`src/wsd_pkg.sv`:
```
`default_nettype none
package wsd_pkg;

  localparam int LEN_W             = 25;
  localparam int COUNT_WIDTH_DEF   = 25;
  localparam logic [LEN_W-1:0] MAX_FRAME_RST = LEN_W'(1048576);

  localparam logic [6:0] LEN7_EXT16 = 7'd126;
  localparam logic [6:0] LEN7_EXT64 = 7'd127;
  localparam logic [3:0] EXT16_BYTES = 4'd2;
  localparam logic [3:0] EXT64_BYTES = 4'd8;
  localparam logic [3:0] KEY_BYTES   = 4'd4;

  typedef enum logic [2:0] {
    PH_HDR0,
    PH_HDR1,
    PH_EXT16,
    PH_EXT64,
    PH_KEY,
    PH_DATA,
    PH_HALT
  } phase_t;

  typedef enum logic [1:0] {
    KIND_PAYLOAD = 2'd0,
    KIND_HEADER  = 2'd1,
    KIND_ERROR   = 2'd2
  } kind_t;

  typedef enum logic [1:0] {
    ERR_TOO_LARGE  = 2'd0,
    ERR_BAD_OPCODE = 2'd1,
    ERR_NOT_FINAL  = 2'd2,
    ERR_NOT_MASKED = 2'd3
  } err_t;

  typedef enum logic [1:0] {
    OPC_TEXT  = 2'd0,
    OPC_CLOSE = 2'd1,
    OPC_PING  = 2'd2,
    OPC_PONG  = 2'd3
  } opc_code_t;

  localparam logic [3:0] WS_OP_TEXT  = 4'h1;
  localparam logic [3:0] WS_OP_CLOSE = 4'h8;
  localparam logic [3:0] WS_OP_PING  = 4'h9;
  localparam logic [3:0] WS_OP_PONG  = 4'hA;

  typedef struct packed {
    logic      ok;
    opc_code_t code;
  } opc_t;

  typedef struct packed {
    kind_t             kind;
    logic [7:0]        payload_byte;
    opc_code_t         frame_opcode;
    logic [LEN_W-1:0]  frame_length;
    err_t              error_code;
    logic              last;
  } result_t;

  // Map the wire opcode nibble onto the result code; anything else is illegal.
  function automatic opc_t opc_decode(input logic [3:0] nib);
    opc_t o;
    o.ok   = 1'b1;
    o.code = OPC_TEXT;
    case (nib)
      WS_OP_TEXT:  o.code = OPC_TEXT;
      WS_OP_CLOSE: o.code = OPC_CLOSE;
      WS_OP_PING:  o.code = OPC_PING;
      WS_OP_PONG:  o.code = OPC_PONG;
      default:     o.ok   = 1'b0;
    endcase
    return o;
  endfunction

endpackage
`default_nettype wire

```
`src/wsd_core.sv`:
```
`default_nettype none
module wsd_core import wsd_pkg::*; #(
  parameter int COUNT_WIDTH = COUNT_WIDTH_DEF
) (
  input  wire logic             clk,
  input  wire logic             rst_n,
  input  wire logic             go,
  input  wire logic [7:0]       data_byte,
  input  wire logic [LEN_W-1:0] max_size,
  output result_t               res,
  output logic                  res_vld
);

  phase_t                 phase_r, phase_nxt;
  logic [7:0]             hdr0_r, hdr0_nxt;
  logic                   mask_r, mask_nxt;
  logic [LEN_W-1:0]       acc_r, acc_nxt;
  logic                   ovf_r, ovf_nxt;
  logic [3:0]             cnt_r, cnt_nxt;
  logic [31:0]            key_r, key_nxt;
  logic [COUNT_WIDTH-1:0] pos_r, pos_nxt;

  opc_t                   opc;
  logic [LEN_W-1:0]       acc_shift;
  logic                   ovf_shift;
  logic [3:0]             cnt_inc;
  logic [6:0]             len7;
  logic [LEN_W-1:0]       chk_len;
  logic                   chk_ovf;
  logic                   chk_mask;
  logic [3:0]             chk_prefix;
  logic [LEN_W:0]         chk_total;
  logic                   chk_err;
  err_t                   chk_code;
  logic [COUNT_WIDTH-1:0] len_cnt;
  logic [COUNT_WIDTH-1:0] pos_inc;
  logic                   fin;
  logic [7:0]             key_byte;
  logic                   ext_done;

  assign opc       = opc_decode(hdr0_r[3:0]);
  assign acc_shift = {acc_r[LEN_W-9:0], data_byte};
  // any bit pushed off the top makes the length larger than any register value
  assign ovf_shift = ovf_r | (|acc_r[LEN_W-1:LEN_W-8]);
  assign cnt_inc   = cnt_r + 4'd1;
  assign len7      = data_byte[6:0];
  assign len_cnt   = COUNT_WIDTH'(acc_r);
  assign pos_inc   = pos_r + COUNT_WIDTH'(1);
  assign fin       = (pos_inc == len_cnt);

  always_comb begin
    case (pos_r[1:0])
      2'd0:    key_byte = key_r[31:24];
      2'd1:    key_byte = key_r[23:16];
      2'd2:    key_byte = key_r[15:8];
      default: key_byte = key_r[7:0];
    endcase
  end

  // Frame checks once the length is complete: size, opcode, FIN, mask bit.
  always_comb begin
    chk_len    = acc_shift;
    chk_ovf    = ovf_shift;
    chk_mask   = mask_r;
    chk_prefix = 4'd2 + ((phase_r == PH_EXT16) ? EXT16_BYTES : EXT64_BYTES);
    if (phase_r == PH_HDR1) begin
      chk_len    = LEN_W'(len7);
      chk_ovf    = 1'b0;
      chk_mask   = data_byte[7];
      chk_prefix = 4'd2;
    end
    if (chk_mask) begin
      chk_prefix = chk_prefix + KEY_BYTES;
    end
    chk_total = {1'b0, chk_len} + (LEN_W+1)'(chk_prefix);
    chk_err   = 1'b1;
    chk_code  = ERR_TOO_LARGE;
    if (chk_ovf || (chk_total > {1'b0, max_size})) begin
      chk_code = ERR_TOO_LARGE;
    end else if (!opc.ok) begin
      chk_code = ERR_BAD_OPCODE;
    end else if (!hdr0_r[7]) begin
      chk_code = ERR_NOT_FINAL;
    end else if (!chk_mask) begin
      chk_code = ERR_NOT_MASKED;
    end else begin
      chk_err = 1'b0;
    end
  end

  assign ext_done = (phase_r == PH_EXT16) ? (cnt_inc == EXT16_BYTES)
                                          : (cnt_inc == EXT64_BYTES);

  // next phase
  always_comb begin
    phase_nxt = phase_r;
    case (phase_r)
      PH_HDR0: phase_nxt = PH_HDR1;
      PH_HDR1: begin
        if (len7 == LEN7_EXT16) begin
          phase_nxt = PH_EXT16;
        end else if (len7 == LEN7_EXT64) begin
          phase_nxt = PH_EXT64;
        end else begin
          phase_nxt = chk_err ? PH_HALT : PH_KEY;
        end
      end
      PH_EXT16, PH_EXT64: begin
        if (ext_done) begin
          phase_nxt = chk_err ? PH_HALT : PH_KEY;
        end
      end
      PH_KEY: begin
        if (cnt_inc == KEY_BYTES) begin
          phase_nxt = (acc_r == '0) ? PH_HDR0 : PH_DATA;
        end
      end
      PH_DATA: begin
        if (fin) begin
          phase_nxt = PH_HDR0;
        end
      end
      default: phase_nxt = PH_HALT;
    endcase
  end

  // datapath and result
  always_comb begin
    hdr0_nxt = hdr0_r;
    mask_nxt = mask_r;
    acc_nxt  = acc_r;
    ovf_nxt  = ovf_r;
    cnt_nxt  = cnt_r;
    key_nxt  = key_r;
    pos_nxt  = pos_r;
    res      = '0;
    res_vld  = 1'b0;
    case (phase_r)
      PH_HDR0: hdr0_nxt = data_byte;
      PH_HDR1: begin
        mask_nxt = data_byte[7];
        ovf_nxt  = 1'b0;
        cnt_nxt  = '0;
        if ((len7 == LEN7_EXT16) || (len7 == LEN7_EXT64)) begin
          acc_nxt = '0;
        end else begin
          acc_nxt = LEN_W'(len7);
          res_vld = chk_err;
        end
      end
      PH_EXT16, PH_EXT64: begin
        acc_nxt = acc_shift;
        ovf_nxt = ovf_shift;
        cnt_nxt = ext_done ? 4'd0 : cnt_inc;
        res_vld = ext_done && chk_err;
      end
      PH_KEY: begin
        key_nxt = {key_r[23:0], data_byte};
        cnt_nxt = cnt_inc;
        if (cnt_inc == KEY_BYTES) begin
          pos_nxt          = '0;
          res_vld          = 1'b1;
          res.kind         = KIND_HEADER;
          res.frame_opcode = opc.code;
          res.frame_length = LEN_W'(len_cnt);
          res.last         = (acc_r == '0);
        end
      end
      PH_DATA: begin
        pos_nxt          = pos_inc;
        res_vld          = 1'b1;
        res.kind         = KIND_PAYLOAD;
        res.payload_byte = data_byte ^ key_byte;
        res.frame_opcode = opc.code;
        res.frame_length = LEN_W'(len_cnt);
        res.last         = fin;
      end
      default: res_vld = 1'b0;
    endcase
    if (res_vld && (res.kind == KIND_PAYLOAD) && (phase_r != PH_DATA)) begin
      res.kind       = KIND_ERROR;
      res.error_code = chk_code;
    end
  end

  always_ff @(posedge clk) begin
    if (!rst_n) begin
      phase_r <= PH_HDR0;
    end else if (go) begin
      phase_r <= phase_nxt;
    end
  end

  always_ff @(posedge clk) begin
    if (go) begin
      hdr0_r <= hdr0_nxt;
      mask_r <= mask_nxt;
      acc_r  <= acc_nxt;
      ovf_r  <= ovf_nxt;
      cnt_r  <= cnt_nxt;
      key_r  <= key_nxt;
      pos_r  <= pos_nxt;
    end
  end

endmodule
`default_nettype wire

```
`src/websocket_frame_deframer.sv`:
```
`default_nettype none
// Channel  Handshake         Payload
// in_      in_valid/in_stall  in_data_byte[7:0]
// out_     out_valid/out_stall out_kind, out_payload_byte, out_frame_opcode,
//                              out_frame_length, out_error_code, out_last
// cfg_     cfg_wr_en          cfg_wr_data[24:0] (max frame size)
//
// One byte is taken every cycle while in_stall is low; a result, where the
// byte gives one, leaves through the input register, then the result register.
// Synchronous active-low reset returns the parser to the first header byte and
// loads the frame size limit with 1 MiB.
// A held out_stall freezes the result register, and the input register then
// stalls the input side; nothing is dropped.
module websocket_frame_deframer import wsd_pkg::*; #(
  parameter int COUNT_WIDTH = COUNT_WIDTH_DEF
) (
  input  wire logic             clk,
  input  wire logic             rst_n,
  input  wire logic             in_valid,
  output logic                  in_stall,
  input  wire logic [7:0]       in_data_byte,
  output logic                  out_valid,
  input  wire logic             out_stall,
  output logic [1:0]            out_kind,
  output logic [7:0]            out_payload_byte,
  output logic [1:0]            out_frame_opcode,
  output logic [LEN_W-1:0]      out_frame_length,
  output logic [1:0]            out_error_code,
  output logic                  out_last,
  input  wire logic             cfg_wr_en,
  input  wire logic [LEN_W-1:0] cfg_wr_data
);

  logic             in_vld_r;
  logic [7:0]       in_byte_r;
  logic             out_vld_r;
  result_t          out_r;
  logic [LEN_W-1:0] max_size_r;

  logic             adv;
  logic             go;
  result_t          res;
  logic             res_vld;

  // advance the result register whenever it is empty or being taken
  assign adv      = !out_vld_r || !out_stall;
  assign go       = in_vld_r && adv;
  // hold the input word while the parser cannot move
  assign in_stall = in_vld_r && !adv;

  always_ff @(posedge clk) begin
    if (!rst_n) begin
      max_size_r <= MAX_FRAME_RST;
    end else if (cfg_wr_en) begin
      max_size_r <= cfg_wr_data;
    end
  end

  always_ff @(posedge clk) begin
    if (!rst_n) begin
      in_vld_r <= 1'b0;
    end else if (!in_stall) begin
      in_vld_r <= in_valid;
    end
  end

  always_ff @(posedge clk) begin
    if (in_valid && !in_stall) begin
      in_byte_r <= in_data_byte;
    end
  end

  wsd_core #(
    .COUNT_WIDTH (COUNT_WIDTH)
  ) u_core (
    .clk       (clk),
    .rst_n     (rst_n),
    .go        (go),
    .data_byte (in_byte_r),
    .max_size  (max_size_r),
    .res       (res),
    .res_vld   (res_vld)
  );

  // load a result only when the byte produced one; drop the slot otherwise
  always_ff @(posedge clk) begin
    if (!rst_n) begin
      out_vld_r <= 1'b0;
    end else if (adv) begin
      out_vld_r <= go && res_vld;
    end
  end

  always_ff @(posedge clk) begin
    if (go && res_vld) begin
      out_r <= res;
    end
  end

  assign out_valid        = out_vld_r;
  assign out_kind         = out_r.kind;
  assign out_payload_byte = out_r.payload_byte;
  assign out_frame_opcode = out_r.frame_opcode;
  assign out_frame_length = out_r.frame_length;
  assign out_error_code   = out_r.error_code;
  assign out_last         = out_r.last;

endmodule
`default_nettype wire
```
`config.mk`:
```
export PLATFORM = sky130hd
export DESIGN_NAME = websocket_frame_deframer
export DESIGN_NICKNAME = d
export VERILOG_FILES = /design/src/wsd_pkg.sv /design/src/wsd_core.sv /design/src/websocket_frame_deframer.sv
export SDC_FILE = /design/constraint.sdc
export NUM_CORES = 1
export LEC_CHECK = 0
export BUFFER_PORTS_ARGS = -buffer_cell sky130_fd_sc_hd__buf_2
export CAP_MARGIN = 30
export CORE_AREA = 2 2 138 140
export DETAILED_ROUTE_END_ITERATION = 6
export DIE_AREA = 0 0 140 142
export PLACE_DENSITY = 0.68
export SYNTH_ARGS = -nofsm -noshare
export SYNTH_HDL_FRONTEND = slang
export SYNTH_SLANG_ARGS = --single-unit
```
`constraint.sdc`:
```
create_clock -name clk -period 8.8 [get_ports clk]
set_input_delay 1.76 -clock clk [delete_from_list [all_inputs] [get_ports clk]]
set_output_delay 1.76 -clock clk [all_outputs]
set_load 0.02 [all_outputs]
```
==> run_results.csv <==
group,metric,value,unit
sta,fin_ws,3.10,ns
detailed_routing,drt_first_pass_iters,7,
power_and_ir_drop,pwr_density_cell,176,nW/um2
logic_synthesis,synth.distinct_cells,77,
sta,clock_skew,0.0164,ns
cts,clk_pin_slew,0.07,ns
sta,finalCritPeriodShare,0.648,
logic_synthesis,synth-edff-count,141,
grt,grt_use_met1,0.294,
logic_synthesis,synth_top_area_frac,0.468,
grt,grt_overflow_total,0,
grt,use_met3,0.0400,
worst_setup_path,r2r_slack,3.10,ns
place,dp_hpwl,14000,um
floorplanning,die_area,19900,um2
detailed_routing,ant_nets,0,
sta,fmax,175,MHz
sta,fin_crit,5.70,ns
floorplanning,die_h,142,um
power_and_ir_drop,peakVddDrop,0.144,mV
cts,root_buffer,"clkbuf_16",
grt,busiest_layer,"met2",
cts,cts_hold_buf,0,
grt,grt_pass1_wl,32300,um
min_path,hold_class,"reg2reg",
grt,grt_max_degree,37,
worst_setup_path,cp.required,8.93,ns
sta,grt_setup_unrepaired,"no",
floorplanning,initial_core_util,0.490,
sta,tns,0,ns
floorplanning,die_w,140,um
layout,utilization,0.552,
floorplanning,rows,50,
run,drv_cap,0,
logic_synthesis,synth_cells,811,
cts,h-tree-depth,4,
place,io_buffer_count,79,
sta,hold_ws,0.453,ns
place,place_congestion,0.859,
grt,met2_usage,0.333,
grt,antenna_found_initial,0,
run_status,status,"finished, violations left",
logic_synthesis,synth_common_cells,"141 x edfxtp_1, 98 x nor2_1, 54 x nand2_1",
worst_setup_path,critPathKind,"reg2reg",
sta,finalHoldViolCount,0,
detailed_routing,via_per_inst,5.64,
cts,post-cts-setup-buffers,0,
sta,tightest_slew,0.887,ns
logic_synthesis,synth_warnings,0,
worst_setup_path,critPathCaptureType,"flip-flop",
logic_synthesis,synth_area,9040,um2
logic_synthesis,syn_nets,884,
logic_synthesis,avgSynthCellArea,11.2,um2
layout,syn_to_final_growth,12.6,%
power_and_ir_drop,p_leak,3.85,nW
layout,num_antenna_cells,0,
place,dpl_worst_slack,3.13,ns
worst_setup_path,cp_max_fo,30,
detailed_routing,wl_per_cell,18.0,um
worst_setup_path,critPathLaunchType,"flip-flop",
logic_synthesis,post-synth-top-count-cell,"edfxtp_1",
sta,setup_viol,0,
logic_synthesis,yosysTopAreaCell,"edfxtp_1",
detailed_routing,wl,20100,um
worst_setup_path,cp.arrival,5.83,ns
grt,grt_pass1_vias,6050,
run_status,violations,"design-rule violations",
cts,postCtsResizedCells,0,
sta,slew_headroom,0.409,
logic_synthesis,yosys_register_bits,171,
cts,clock_sinks,171,
logic_synthesis,ys_dominant_reg_cell,"edfxtp_1",
logic_synthesis,synth.area.top_cells,"edfxtp_1 47%, dfxtp_1 6.6%, ha_1 4.7%",
detailed_routing,drt_iter0_drc,536,
layout,final_nets,946,
logic_synthesis,async_reset_ff_frac,0,
layout,finalNonFillerCells,1119,
grt,track_usage,0.210,
floorplanning,core,18500,um2
detailed_routing,vias,6311,
cts,numCtsBuffers,17,
sta,drv_slew,0,
floorplanning,io_pins,80,
cts,clockBufferDepth,2,
place,dp_cells,1088,
cts,cts_tree,"done",
logic_synthesis,ys_seq_area_frac,0.535,
layout,layout-drive-gt1-share,0.162,
detailed_routing,drc,4,
cts,clk_latency,0.44,ns
==> worst paths after layout <==
| check | startpoint | end | cells after the start |
|---|---|---|---|
| setup / recovery | u_core.phase_r[0] | out_frame_length[12] | 21 |
| hold / removal | u_core.key_r[22] | u_core.key_r[30] | 0 |
| setup reg to reg | u_core.phase_r[0] | out_frame_length[12] | 21 |
| hold reg to reg | u_core.key_r[22] | u_core.key_r[30] | 0 |
==> where the power goes <==
part / leakage (nW) / switching, mW / total, mW / internal (mW)
registers: 1.53 / 0.0227 / 0.916 / 0.893
logic: 2.05 / 0.0848 / 0.149 / 0.0644
clock network: 0.270 / 0.333 / 0.728 / 0.395
==> kinds of logic (layout without fill, tap and decap cells) <==
family / after synthesis / after routing / share of synthesized area
and+or+nand+nor: 315 / 315 / 0.185
DFF: 171 / 171 / 0.535
AOI/OAI and AO/OA: 104 / 104 / 0.0827
buffers and inverters: 86 / 160 / 0.0397
xor gates and xnor gates: 71 / 71 / 0.0765
adders and majority gates: 35 / 35 / 0.0493
muxes: 29 / 29 / 0.0324
==> cell type report <==
class / count / area [um2]
Clock buffer: 17 / 425
Timing Repair Buffer: 86 / 460
Multi-Input combinational cell: 554 / 3870
Inverter: 43 / 161
Tap cell: 234 / 293
Clock inverter: 14 / 135
Sequential cell: 171 / 4830
Fill cell: 1593 / 8270
==> critical path, cell delays in order, from the launching register on <==
cell and delay [ns]:
dfxtp_1 0.49, nor3b_2 0.21, buf_4 0.25, mux2i_1 0.34
xnor2_1 0.18, ha_1 0.30, a21o_1 0.10, a21oi_1 0.11
nor4_1 0.61, nand3_1 0.25, or3_1 0.43, or3_1 0.34
a21oi_1 0.17, ha_1 0.16, nand4_1 0.07, nor2_1 0.15
o21a_1 0.14, o31ai_1 0.10, a31oi_1 0.24, nor2_1 0.11
nor2_4 0.36, buf_12 0.26
==> cell usage in the layout, fill, tap and decap left out, types with 4 or more instances in the layout <==
| cell | instances |
|---|---|
| ha_1 | 34 |
| nand3b_1 | 5 |
| nand2_1 | 54 |
| nand4_1 | 14 |
| nor4_1 | 10 |
| nand3_1 | 19 |
| a222oi_1 | 8 |
| o21ai_0 | 21 |
| and2_1 | 41 |
| inv_6 | 4 |
| dfxtp_1 | 30 |
| clkbuf_16 | 17 |
| nor2_1 | 96 |
| a31oi_1 | 5 |
| buf_2 | 79 |
| nor3_1 | 8 |
| buf_4 | 6 |
| edfxtp_1 | 141 |
| and3_1 | 10 |
| xnor2_1 | 36 |
| nor3b_1 | 7 |
| inv_1 | 42 |
| nor2b_1 | 13 |
| or3_1 | 7 |
| xor2_1 | 30 |
| mux2i_1 | 27 |
| o21a_1 | 4 |
| a21oi_1 | 25 |
| xnor3_1 | 4 |
| nand2b_1 | 6 |
| a21o_1 | 8 |
==> state kept, by name (all words and copies together) (netlist names) <==
| register | flops |
|---|---|
| in_byte_r | 8 |
| in_vld_r | 1 |
| max_size_r | 25 |
| out_error_code | 2 |
| out_frame_length | 25 |
| out_frame_opcode | 2 |
| out_kind | 2 |
| out_last | 1 |
| out_payload_byte | 8 |
| out_valid | 1 |
| u_core.acc_r | 25 |
| u_core.cnt_r | 4 |
| u_core.hdr0_r | 5 |
| u_core.key_r | 32 |
| u_core.mask_r | 1 |
| u_core.ovf_r | 1 |
| u_core.phase_r | 3 |
| u_core.pos_r | 25 |
==> metal layers <==
| layer | part of all wire | vias up |
|---|---|---|
| met1 | 0.47 | 3060 |
| met4 | 0.015 | 0 |
| li1 | - | 3038 |
| met3 | 0.052 | 25 |
| met5 | 0 | - |
| met2 | 0.47 | 188 |
==> stage by stage <==
step	cell area (um2)	power (mW)
after global routing	10200	1.86
after global placement	9600	1.08
after floorplan	9040	1.03
final	10200	1.79
after CTS	10200	1.80
after detailed placement	9620	1.08
(Power assumes the default switching activity.)
